[config.mk]
export PLATFORM = sky130hd
export DESIGN_NAME = midpoint_line_rasterizer
export DESIGN_NICKNAME = d
export VERILOG_FILES = /design/src/rtl/core/mlr_pkg.sv /design/src/rtl/core/mlr_setup.sv /design/src/rtl/core/mlr_walker.sv /design/src/rtl/core/midpoint_line_rasterizer.sv
export SDC_FILE = /design/constraint.sdc
export NUM_CORES = 1
export LEC_CHECK = 0
export BUFFER_PORTS_ARGS = -buffer_cell sky130_fd_sc_hd__buf_2
export CORE_UTILIZATION = 50
export DETAILED_ROUTE_END_ITERATION = 8
export PLACE_DENSITY_LB_ADDON = 0.2
export SLEW_MARGIN = 20
export SYNTH_ARGS = -nofsm -noshare
export SYNTH_HDL_FRONTEND = slang
export SYNTH_SLANG_ARGS = --single-unit
[constraint.sdc]
create_clock -name clock -period 6.75 [get_ports clock]
set_input_delay 1.0125 -clock clock [delete_from_list [all_inputs] [get_ports clock]]
set_output_delay 1.0125 -clock clock [all_outputs]
set_load 0.02 [all_outputs]
[src/rtl/core/mlr_pkg.sv]
// ----------------------------------------------------------------------------
// mlr_pkg
// Shared constants, codes and types of the midpoint line rasterizer.
// ----------------------------------------------------------------------------
package mlr_pkg;

   localparam int COORD_BITS   = 11;
   localparam int DELTA_BITS   = COORD_BITS + 1;
   localparam int INC_BITS     = COORD_BITS + 1;
   localparam int DEC_BITS     = COORD_BITS + 3;
   localparam int REQ_RAW_BITS = 4 * COORD_BITS;
   localparam int REQ_BITS     = ((REQ_RAW_BITS + 7) / 8) * 8;
   localparam int RSP_RAW_BITS = 2 * COORD_BITS;
   localparam int RSP_BITS     = ((RSP_RAW_BITS + 7) / 8) * 8;

   typedef enum logic {
      OP_LOAD    = 1'b0,
      OP_ADVANCE = 1'b1
   } op_type;

   // octant bit 0: x steps negative, bit 1: y steps negative, bit 2: y major
   localparam int OCT_X_NEG   = 0;
   localparam int OCT_Y_NEG   = 1;
   localparam int OCT_Y_MAJOR = 2;

   typedef struct packed {
      logic [2:0]                 octant;
      logic [COORD_BITS-1:0]      major_len;
      logic signed [DEC_BITS-1:0] decision;
      logic [INC_BITS-1:0]        straight;
      logic signed [DEC_BITS-1:0] diagonal;
   } setup_type;

   typedef struct packed {
      logic signed [COORD_BITS-1:0] x;
      logic signed [COORD_BITS-1:0] y;
      logic                         last;
   } pixel_type;

endpackage

[src/rtl/core/mlr_setup.sv]
// ----------------------------------------------------------------------------
// mlr_setup
// Line setup: octant, major length and decision terms from the end points.
// ----------------------------------------------------------------------------
module mlr_setup import mlr_pkg::*; (
   input  logic signed [COORD_BITS-1:0] x_start,
   input  logic signed [COORD_BITS-1:0] y_start,
   input  logic signed [COORD_BITS-1:0] x_end,
   input  logic signed [COORD_BITS-1:0] y_end,
   output setup_type                    setup
);

   logic signed [DELTA_BITS-1:0] dx;
   logic signed [DELTA_BITS-1:0] dy;
   logic [DELTA_BITS-1:0]        adx_full;
   logic [DELTA_BITS-1:0]        ady_full;
   logic [COORD_BITS-1:0]        adx;
   logic [COORD_BITS-1:0]        ady;
   logic [COORD_BITS-1:0]        maj;
   logic [COORD_BITS-1:0]        mnr;
   logic signed [DEC_BITS-1:0]   diff;

   always_comb begin
      dx       = {x_end[COORD_BITS-1], x_end} - {x_start[COORD_BITS-1], x_start};
      dy       = {y_end[COORD_BITS-1], y_end} - {y_start[COORD_BITS-1], y_start};
      adx_full = dx[DELTA_BITS-1] ? -dx : dx;
      ady_full = dy[DELTA_BITS-1] ? -dy : dy;
      adx      = adx_full[COORD_BITS-1:0];
      ady      = ady_full[COORD_BITS-1:0];
      setup.octant[OCT_X_NEG] = dx[DELTA_BITS-1];
      setup.octant[OCT_Y_NEG] = dy[DELTA_BITS-1];
      if (adx >= ady) begin
         maj = adx;
         mnr = ady;
         setup.octant[OCT_Y_MAJOR] = 1'b0;
      end else begin
         maj = ady;
         mnr = adx;
         setup.octant[OCT_Y_MAJOR] = 1'b1;
      end
      diff           = $signed({3'b000, mnr}) - $signed({3'b000, maj});
      setup.major_len = maj;
      setup.decision  = $signed({2'b00, mnr, 1'b0}) - $signed({3'b000, maj});
      setup.straight  = {mnr, 1'b0};
      setup.diagonal  = {diff[DEC_BITS-2:0], 1'b0};
   end

endmodule

[src/rtl/core/mlr_walker.sv]
// ----------------------------------------------------------------------------
// mlr_walker
// Line state and one midpoint step per item; forms the next pixel.
// ----------------------------------------------------------------------------
module mlr_walker import mlr_pkg::*; (
   input  logic                         clock,
   input  logic                         reset,
   input  logic                         fire,
   input  op_type                       op,
   input  logic signed [COORD_BITS-1:0] x_start,
   input  logic signed [COORD_BITS-1:0] y_start,
   input  setup_type                    setup,
   output logic                         has_result,
   output pixel_type                    pixel
);

   logic signed [COORD_BITS-1:0] cur_x_ff, cur_x_in;
   logic signed [COORD_BITS-1:0] cur_y_ff, cur_y_in;
   logic [COORD_BITS-1:0]        remain_ff, remain_in;
   logic signed [DEC_BITS-1:0]   decision_ff, decision_in;
   logic [INC_BITS-1:0]          straight_ff, straight_in;
   logic signed [DEC_BITS-1:0]   diagonal_ff, diagonal_in;
   logic [2:0]                   octant_ff, octant_in;
   logic                         active_ff, active_in;

   logic                         diag;
   logic                         move_x;
   logic                         move_y;
   logic [COORD_BITS-1:0]        remain_dec;

   always_comb begin
      diag       = decision_ff > 0;
      move_x     = octant_ff[OCT_Y_MAJOR] ? diag : 1'b1;
      move_y     = octant_ff[OCT_Y_MAJOR] ? 1'b1 : diag;
      remain_dec = remain_ff - 1'b1;
      has_result = (op == OP_LOAD) || active_ff;

      cur_x_in    = cur_x_ff;
      cur_y_in    = cur_y_ff;
      remain_in   = remain_ff;
      decision_in = decision_ff;
      straight_in = straight_ff;
      diagonal_in = diagonal_ff;
      octant_in   = octant_ff;
      active_in   = active_ff;

      if (op == OP_LOAD) begin
         cur_x_in    = x_start;
         cur_y_in    = y_start;
         remain_in   = setup.major_len;
         decision_in = setup.decision;
         straight_in = setup.straight;
         diagonal_in = setup.diagonal;
         octant_in   = setup.octant;
         active_in   = setup.major_len != '0;
      end else if (active_ff) begin
         if (move_x) begin
            cur_x_in = octant_ff[OCT_X_NEG] ? cur_x_ff - 1'b1 : cur_x_ff + 1'b1;
         end
         if (move_y) begin
            cur_y_in = octant_ff[OCT_Y_NEG] ? cur_y_ff - 1'b1 : cur_y_ff + 1'b1;
         end
         decision_in = diag ? decision_ff + diagonal_ff
                            : decision_ff + $signed({2'b00, straight_ff});
         remain_in   = remain_dec;
         active_in   = remain_dec != '0;
      end

      pixel.x    = cur_x_in;
      pixel.y    = cur_y_in;
      pixel.last = !active_in;
   end

   always_ff @(posedge clock) begin
      if (reset) begin
         active_ff <= 1'b0;
         remain_ff <= '0;
      end else if (fire) begin
         active_ff <= active_in;
         remain_ff <= remain_in;
      end
   end

   always_ff @(posedge clock) begin
      if (fire) begin
         cur_x_ff    <= cur_x_in;
         cur_y_ff    <= cur_y_in;
         decision_ff <= decision_in;
         straight_ff <= straight_in;
         diagonal_ff <= diagonal_in;
         octant_ff   <= octant_in;
      end
   end

   a_active_matches_count: assert property (@(posedge clock) disable iff (reset)
      active_ff == (remain_ff != '0))
      else $error("active flag disagrees with remaining count");

   a_decision_bounded: assert property (@(posedge clock) disable iff (reset)
      active_ff |-> decision_ff <= $signed({2'b00, straight_ff}))
      else $error("decision term above straight increment");

endmodule

[src/rtl/core/midpoint_line_rasterizer.sv]
// ----------------------------------------------------------------------------
// midpoint_line_rasterizer
// Midpoint line rasterizer for all eight octants.
// Takes one beat per clock and gives one pixel per clock while the line lasts,
// unless rsp_tready holds a pixel back; a beat passes through an input
// register, one setup-and-step stage and a result register. A load beat
// (tuser 0) starts a line and returns its start pixel, an advance beat
// (tuser 1) returns the next pixel, and an advance with no active line
// returns nothing. tlast marks the end point of the line.
// ----------------------------------------------------------------------------
module midpoint_line_rasterizer import mlr_pkg::*; (
   input  logic                clock,
   input  logic                reset,
   input  logic                req_tvalid,
   output logic                req_tready,
   input  logic [REQ_BITS-1:0] req_tdata,   // x_start, y_start, x_end, y_end
   input  logic                req_tuser,   // op
   output logic                rsp_tvalid,
   input  logic                rsp_tready,
   output logic [RSP_BITS-1:0] rsp_tdata,   // pixel_x, pixel_y
   output logic                rsp_tlast    // last_pixel
);

   logic                         in_valid_ff, in_valid_in;
   op_type                       in_op_ff;
   logic signed [COORD_BITS-1:0] in_x0_ff, in_y0_ff, in_x1_ff, in_y1_ff;
   logic                         rsp_valid_ff, rsp_valid_in;
   pixel_type                    rsp_pixel_ff;

   logic                         req_fire;
   logic                         advance;
   logic                         has_result;
   setup_type                    setup;
   pixel_type                    pixel;

   mlr_setup u_setup (
      .x_start (in_x0_ff),
      .y_start (in_y0_ff),
      .x_end   (in_x1_ff),
      .y_end   (in_y1_ff),
      .setup   (setup)
   );

   mlr_walker u_walker (
      .clock      (clock),
      .reset      (reset),
      .fire       (advance),
      .op         (in_op_ff),
      .x_start    (in_x0_ff),
      .y_start    (in_y0_ff),
      .setup      (setup),
      .has_result (has_result),
      .pixel      (pixel)
   );

   always_comb begin
      advance      = in_valid_ff && (!has_result || !rsp_valid_ff || rsp_tready);
      req_tready   = !in_valid_ff || advance;
      req_fire     = req_tvalid && req_tready;
      in_valid_in  = req_fire ? 1'b1 : (advance ? 1'b0 : in_valid_ff);
      rsp_valid_in = (advance && has_result) ? 1'b1
                   : (rsp_tready ? 1'b0 : rsp_valid_ff);
   end

   always_ff @(posedge clock) begin
      if (reset) begin
         in_valid_ff  <= 1'b0;
         rsp_valid_ff <= 1'b0;
      end else begin
         in_valid_ff  <= in_valid_in;
         rsp_valid_ff <= rsp_valid_in;
      end
   end

   always_ff @(posedge clock) begin
      if (req_fire) begin
         in_op_ff <= op_type'(req_tuser);
         in_x0_ff <= req_tdata[COORD_BITS-1:0];
         in_y0_ff <= req_tdata[2*COORD_BITS-1:COORD_BITS];
         in_x1_ff <= req_tdata[3*COORD_BITS-1:2*COORD_BITS];
         in_y1_ff <= req_tdata[4*COORD_BITS-1:3*COORD_BITS];
      end
      if (advance && has_result) begin
         rsp_pixel_ff <= pixel;
      end
   end

   assign rsp_tvalid = rsp_valid_ff;
   assign rsp_tdata  = {{(RSP_BITS-RSP_RAW_BITS){1'b0}}, rsp_pixel_ff.y, rsp_pixel_ff.x};
   assign rsp_tlast  = rsp_pixel_ff.last;

   a_result_registered: assert property (@(posedge clock) disable iff (reset)
      advance && has_result |=> rsp_valid_ff)
      else $error("stepped pixel not held in result register");

   a_stall_holds_item: assert property (@(posedge clock) disable iff (reset)
      in_valid_ff && !advance |=> in_valid_ff && $stable(in_x0_ff) && $stable(in_op_ff))
      else $error("stalled item lost from input register");

endmodule
* Yosys cells after proc, flatten, opt, wreduce, memory -nomap -nowiden
Index checks and enable logic that the tools add are counted.
W data, S select, Z words.
** Operators by class
- Add/subtract/negate cells :: 13
- Order comparisons :: 2
- Eq/ne operators :: 1
- Mux-type cells :: 26
- Bitwise gates (word level) :: 1
- Reductions and logical operators :: 17
** Operators by type and width (number)
- $mux W11 :: 14
- $mux W14 :: 3
- $sub A11 B11 Y12 :: 3
- $sub A11 B1 Y11 const B :: 3
- $add A11 B1 Y11 const B :: 2
- $neg A11 Y11 :: 2
- $reduce_bool A11 Y1 :: 2
- $add A14 B13 Y14 :: 1
- $add A14 B14 Y14 :: 1
- $gt A14 B1 Y1 const B :: 1
- $sub A12 B11 Y13 :: 1
- $ge A11 B11 Y1 :: 1
- $mux W1 :: 9
- $logic_not A1 Y1 :: 4
- $logic_or A1 B1 Y1 :: 4
- $reduce_and A2 Y1 :: 2
- $reduce_bool A2 Y1 :: 2
- $logic_and A1 B1 Y1 :: 3
- $ne A2 B1 Y1 const B :: 1
- $not A1 Y1 :: 1
** Word-level totals
- Flip-flop bits (word level) :: 145
- Output and inout port bits :: 27
- Word-level logic and storage cells :: 78

* Depth between registers and ports, before layout
- Depth after elaboration :: 9
- Depth in mapped cells :: 35
- Gate-level depth less buffers :: 33

* By module
A second synthesis with hierarchy kept.
** Unflattened totals
- Cells, all modules :: 1100
- Area total of the unflattened synthesis :: 10760.3 um^2
** Modules (own cells, without submodules)
- mlr_walker :: times used 1, cells an instance 505, area each 5142.4 um^2, seq. area each 2192.1 um^2
- mlr_setup :: times used 1, cells an instance 512, area each 3453.3 um^2, seq. area each 0.0 um^2
- midpoint_line_rasterizer :: times used 1, cells an instance 83, area each 2164.6 um^2, seq. area each 2082.0 um^2

* Least setup slack after synthesis
Ideal clock, no wire load.
- Kind :: reg2reg
- Start point :: reg in_x1_ff[1]
- End point :: reg u_walker.decision_ff[12], data pin
- Arrival time :: 6738 ps
- Slack :: -140 ps
- Cell stages (with the launch flop) :: 33
- Path buffers :: 4
- Clock period less this slack :: 6890 ps
- Path through :: edfxtp_1 ha_1 nor2b_1 o2111ai_1 a211o_1 a41oi_4 inv_1 nand2_1 xnor2_1 clkbuf_1 ha_1 nand4_1 nor3_1 a2111oi_0 o21ai_0 o21ai_2 buf_6 nor2_4 inv_2 clkbuf_1 clkbuf_1 mux2i_1 fa_1 a21oi_1 o21ai_0 and4_1 a21oi_1 o21a_1 nor2_1 o31ai_4 a21oi_1 a2111o_1 o21ai_0
** RTL lines
- start, declared :: line midpoint_line_rasterizer.sv:26 : logic signed [COORD_BITS-1:0] in_x0_ff, in_y0_ff, in_x1_ff, in_y1_ff;
- start signal, assigned :: line midpoint_line_rasterizer.sv:80 : in_x1_ff <= req_tdata[3*COORD_BITS-1:2*COORD_BITS];
- end signal, assigned :: line mlr_walker.sv:88 : decision_ff <= decision_in;
- end, declared :: line mlr_walker.sv:20 : logic signed [DEC_BITS-1:0] decision_ff, decision_in;

==> impl_metrics.tcl <==
set metrics [dict create \
    insertion_delay_ns 0.43 \
    rows 51 \
    synth_edf_count 130 \
    synth_area_per_cell_um2 9.905 \
    routedWlPerCell_um 16.25 \
    synthTopCellsByCount "edfxtp_1 (130), nor2_1 (91), nand2_1 (82), a21oi_1 (78), ha_1 (72)" \
    final_nets 1285 \
    coreArea_um2 19400 \
    maxSlewViolCount 0 \
    die_w_um 142.5 \
    yosysWarnings 0 \
    synth_top_area_share_pct 39.53 \
    outcome "complete, no violations" \
    ant_nets 0 \
    vdd_drop_max_v 0.0002566 \
    p_comb_share_pct 58.5 \
    internal_power_uw 3055 \
    crit_fanout 6 \
    grt_max_degree 85 \
    arrival_ns 6.70 \
    drtIter0Drc 591 \
    globalRouteMet3Util_pct 3.365 \
    insertedDiodeCount 0 \
    drc 0 \
    drtPass1Iterations 5 \
    placed_area_um2 11120 \
    cts_tree "done" \
    cts_root_buf "clkbuf_16" \
    vias_per_cell 5.508 \
    worstSetupStartpoint "in_y0_ff[0]" \
    drv_cap 0 \
    wirelength_mm 23.27 \
    tns_ns 0 \
    postLayoutCellArea_um2 11880 \
    htree_levels 4 \
    cts_hold_buf 0 \
    fmax_ghz 0.1556 \
    fin_util_pct 61.23 \
    met2_usage_pct 37.93 \
    crit_type "reg2reg" \
    clkPwrFrac_pct 17.9 \
    first_global_vias 7495 \
    start_kind "register" \
    globalRouteMet1Util_pct 34.29 \
    place_ws_ns 0.06905 \
    fillers 1659 \
    synth_cell_types 88 \
    drive_above_1_share_pct 24.25 \
    area_delta_synth_final_pct 20.27 \
    dp_hpwl_mm 17.52 \
    yosysMostFrequentCell "edfxtp_1" \
    r2r-start "in_y0_ff[0]" \
    finalClockSkew_ns 0.01084 \
    synthArstFlopShare_pct 0 \
    netSwitchingPower_uw 2066 \
    synth_cells 997 \
    min_period_ns 6.428 \
    fin_crit_sh_pct 95.23 \
    die_h_um 142.5 \
    synth-seq-area-share_pct 42.37 \
    ys.flop_type "edfxtp_1" \
    p_per_area_nw_per_um2 431.2 \
    min_from "rsp_tvalid" \
    path_clk_slew_ns 0.06 \
    port_buffers 73 \
    gp_congestion 0.8867 \
    grt_most_used_layer "met2" \
    sw_frac_of_total_pct 40.34 \
    synth-seq-cells 144 \
    synth.largest_area_cell "edfxtp_1" \
    cts_max_path_buffers 2 \
    vias 7887 \
    r2r_slack_ns 0.32 \
    antenna_found_initial 0 \
    die-area_um2 20320 \
    p_seq_share_pct 23.5 \
    grt_pass1_wl_mm 37.65 \
    syn_area_um2 9876 \
    setup.worst_path.end_class "register" \
    cts_sinks 144 \
    yosys-top-cells-area "edfxtp_1 (40%), ha_1 (9.1%), xnor2_1 (5.7%), a21oi_1 (4.0%), nor2_1 (3.5%)" \
    max_slew_margin_pct 36.19 \
    finalHoldViolCount 0 \
    power.leakage_uw 0.004899 \
    ios 80 \
    start_util_pct 50.91 \
    worst_pin_slew_ns 0.9560 \
    hold_path.class "reg2reg" \
    required_ns 7.02 \
    worst_slack_ns 0.3222 \
    setup_viol 0 \
    cts_buffers 17 \
    grt.total_usage_pct 24.28 \
    overflow 0 \
]
metrics by stage:
stage / power (uW) / std cells / hold slack, ns
after floorplan: 3162 / 998 / 0.4803
after detailed placement: 4101 / 1395 / 0.4976
after global routing: 5487 / 1432 / 0.5492
after global placement: 4059 / 1395 / 0.4889
after CTS: 5038 / 1427 / 0.5128
final: 5121 / 1432 / 0.5110
sequential cells by signal, summed over array words and instances, names as in the netlist:
register	count
rsp_tdata	22
u_walker.decision_ff	14
u_walker.diagonal_ff	12
in_x0_ff	11
in_x1_ff	11
in_y0_ff	11
in_y1_ff	11
u_walker.cur_x_ff	11
u_walker.cur_y_ff	11
u_walker.remain_ff	11
u_walker.straight_ff	11
u_walker.octant_ff	3
in_op_ff	1
in_valid_ff	1
rsp_tlast	1
rsp_tvalid	1
u_walker.active_ff	1
area by class of cell:
class | instances | area (um2) | share of cell area [%]
Sequential cell | 144 | 4184 | 35.23
Multi-Input combinational cell | 749 | 5440 | 45.80
Clock buffer | 18 | 429.2 | 3.613
Tap cell | 265 | 331.6 | 2.792
Timing Repair Buffer | 169 | 1086 | 9.144
Clock inverter | 14 | 132.6 | 1.117
Inverter | 73 | 274.0 | 2.307
placed cells by master, fill, tap and decap left out, drive strengths merged, types with 7 or more instances in the layout:
cell type,count
a21oi,82
a22oi,10
nand2b,9
o21ai,71
or2,7
a21o,17
a211oi,7
inv,78
nand3,15
nand2,82
nor3,13
xnor2,64
mux2,15
nor2,94
nor2b,14
ha,72
o21a,9
buf,169
and2,11
o21bai,16
clkinv,7
dfxtp,14
a31oi,11
xor2,21
nand4,8
edfxtp,130
mux2i,9
clkbuf,18
logic make-up after synthesis:
| group | count (synthesis) | synth area share (%) |
|---|---|---|
| other cells | 1 | 0.03797 |
| simple gates | 282 | 13.75 |
| compound gates | 276 | 18.70 |
| xor+xnor | 85 | 7.614 |
| mux | 24 | 2.661 |
| flops | 144 | 42.37 |
| fa+ha+maj | 80 | 10.54 |
| buf+inv | 105 | 4.333 |
worst paths after layout:
| check | end | cells after the start |
|---|---|---|
| setup reg to reg | u_walker.decision_ff[12] | 26 |
| hold reg to reg | rsp_tvalid | 2 |
| setup / recovery | u_walker.decision_ff[12] | 26 |
| hold / removal | rsp_tvalid | 2 |
critical path, stage by stage (launching register included):
cell and delay [ns]:
edfxtp_1 0.45, ha_1 0.26, fa_1 0.44, and2b_1 0.25, o2111ai_1 0.17, a31o_2 0.30
a22oi_1 0.27, a41oi_1 0.19, xnor2_1 0.35, ha_2 0.33, a31oi_1 0.08, mux2_4 0.30
o21a_4 0.23, nor2_4 0.16, inv_2 0.09, mux2i_1 0.19, fa_2 0.44, a21oi_2 0.16
o21ai_0 0.09, and4_1 0.21, a21oi_2 0.16, o21a_1 0.17, nor2_1 0.07, o31ai_4 0.23
a21oi_1 0.12, a2111o_1 0.47, o21ai_0 0.09
power groups by stage:
stage,Combinational (uW),Clock [uW],Sequential (uW)
2_1_floorplan,1940,0,1220
3_3_place_gp,2840,0,1220
3_5_place_dp,2880,0,1220
4_1_cts,2900,933,1210
5_1_grt,3310,965,1220
6_report,3000,918,1210
repair_timing:
item / CTS / global route
resized for setup: 1 / 28
setup endpoints to repair: 1 / 8
pin swaps: 0 / 12
buffers inserted: 0 / 5
per-layer routing:
metal  part of all wire, %  routed length (um)
met3                   3.8                 884
met5                     0                   0
met4                   2.1                 491
met2                    45               10390
met1                    49               11500
No activity file was read; power rests on OpenSTA's default activity.
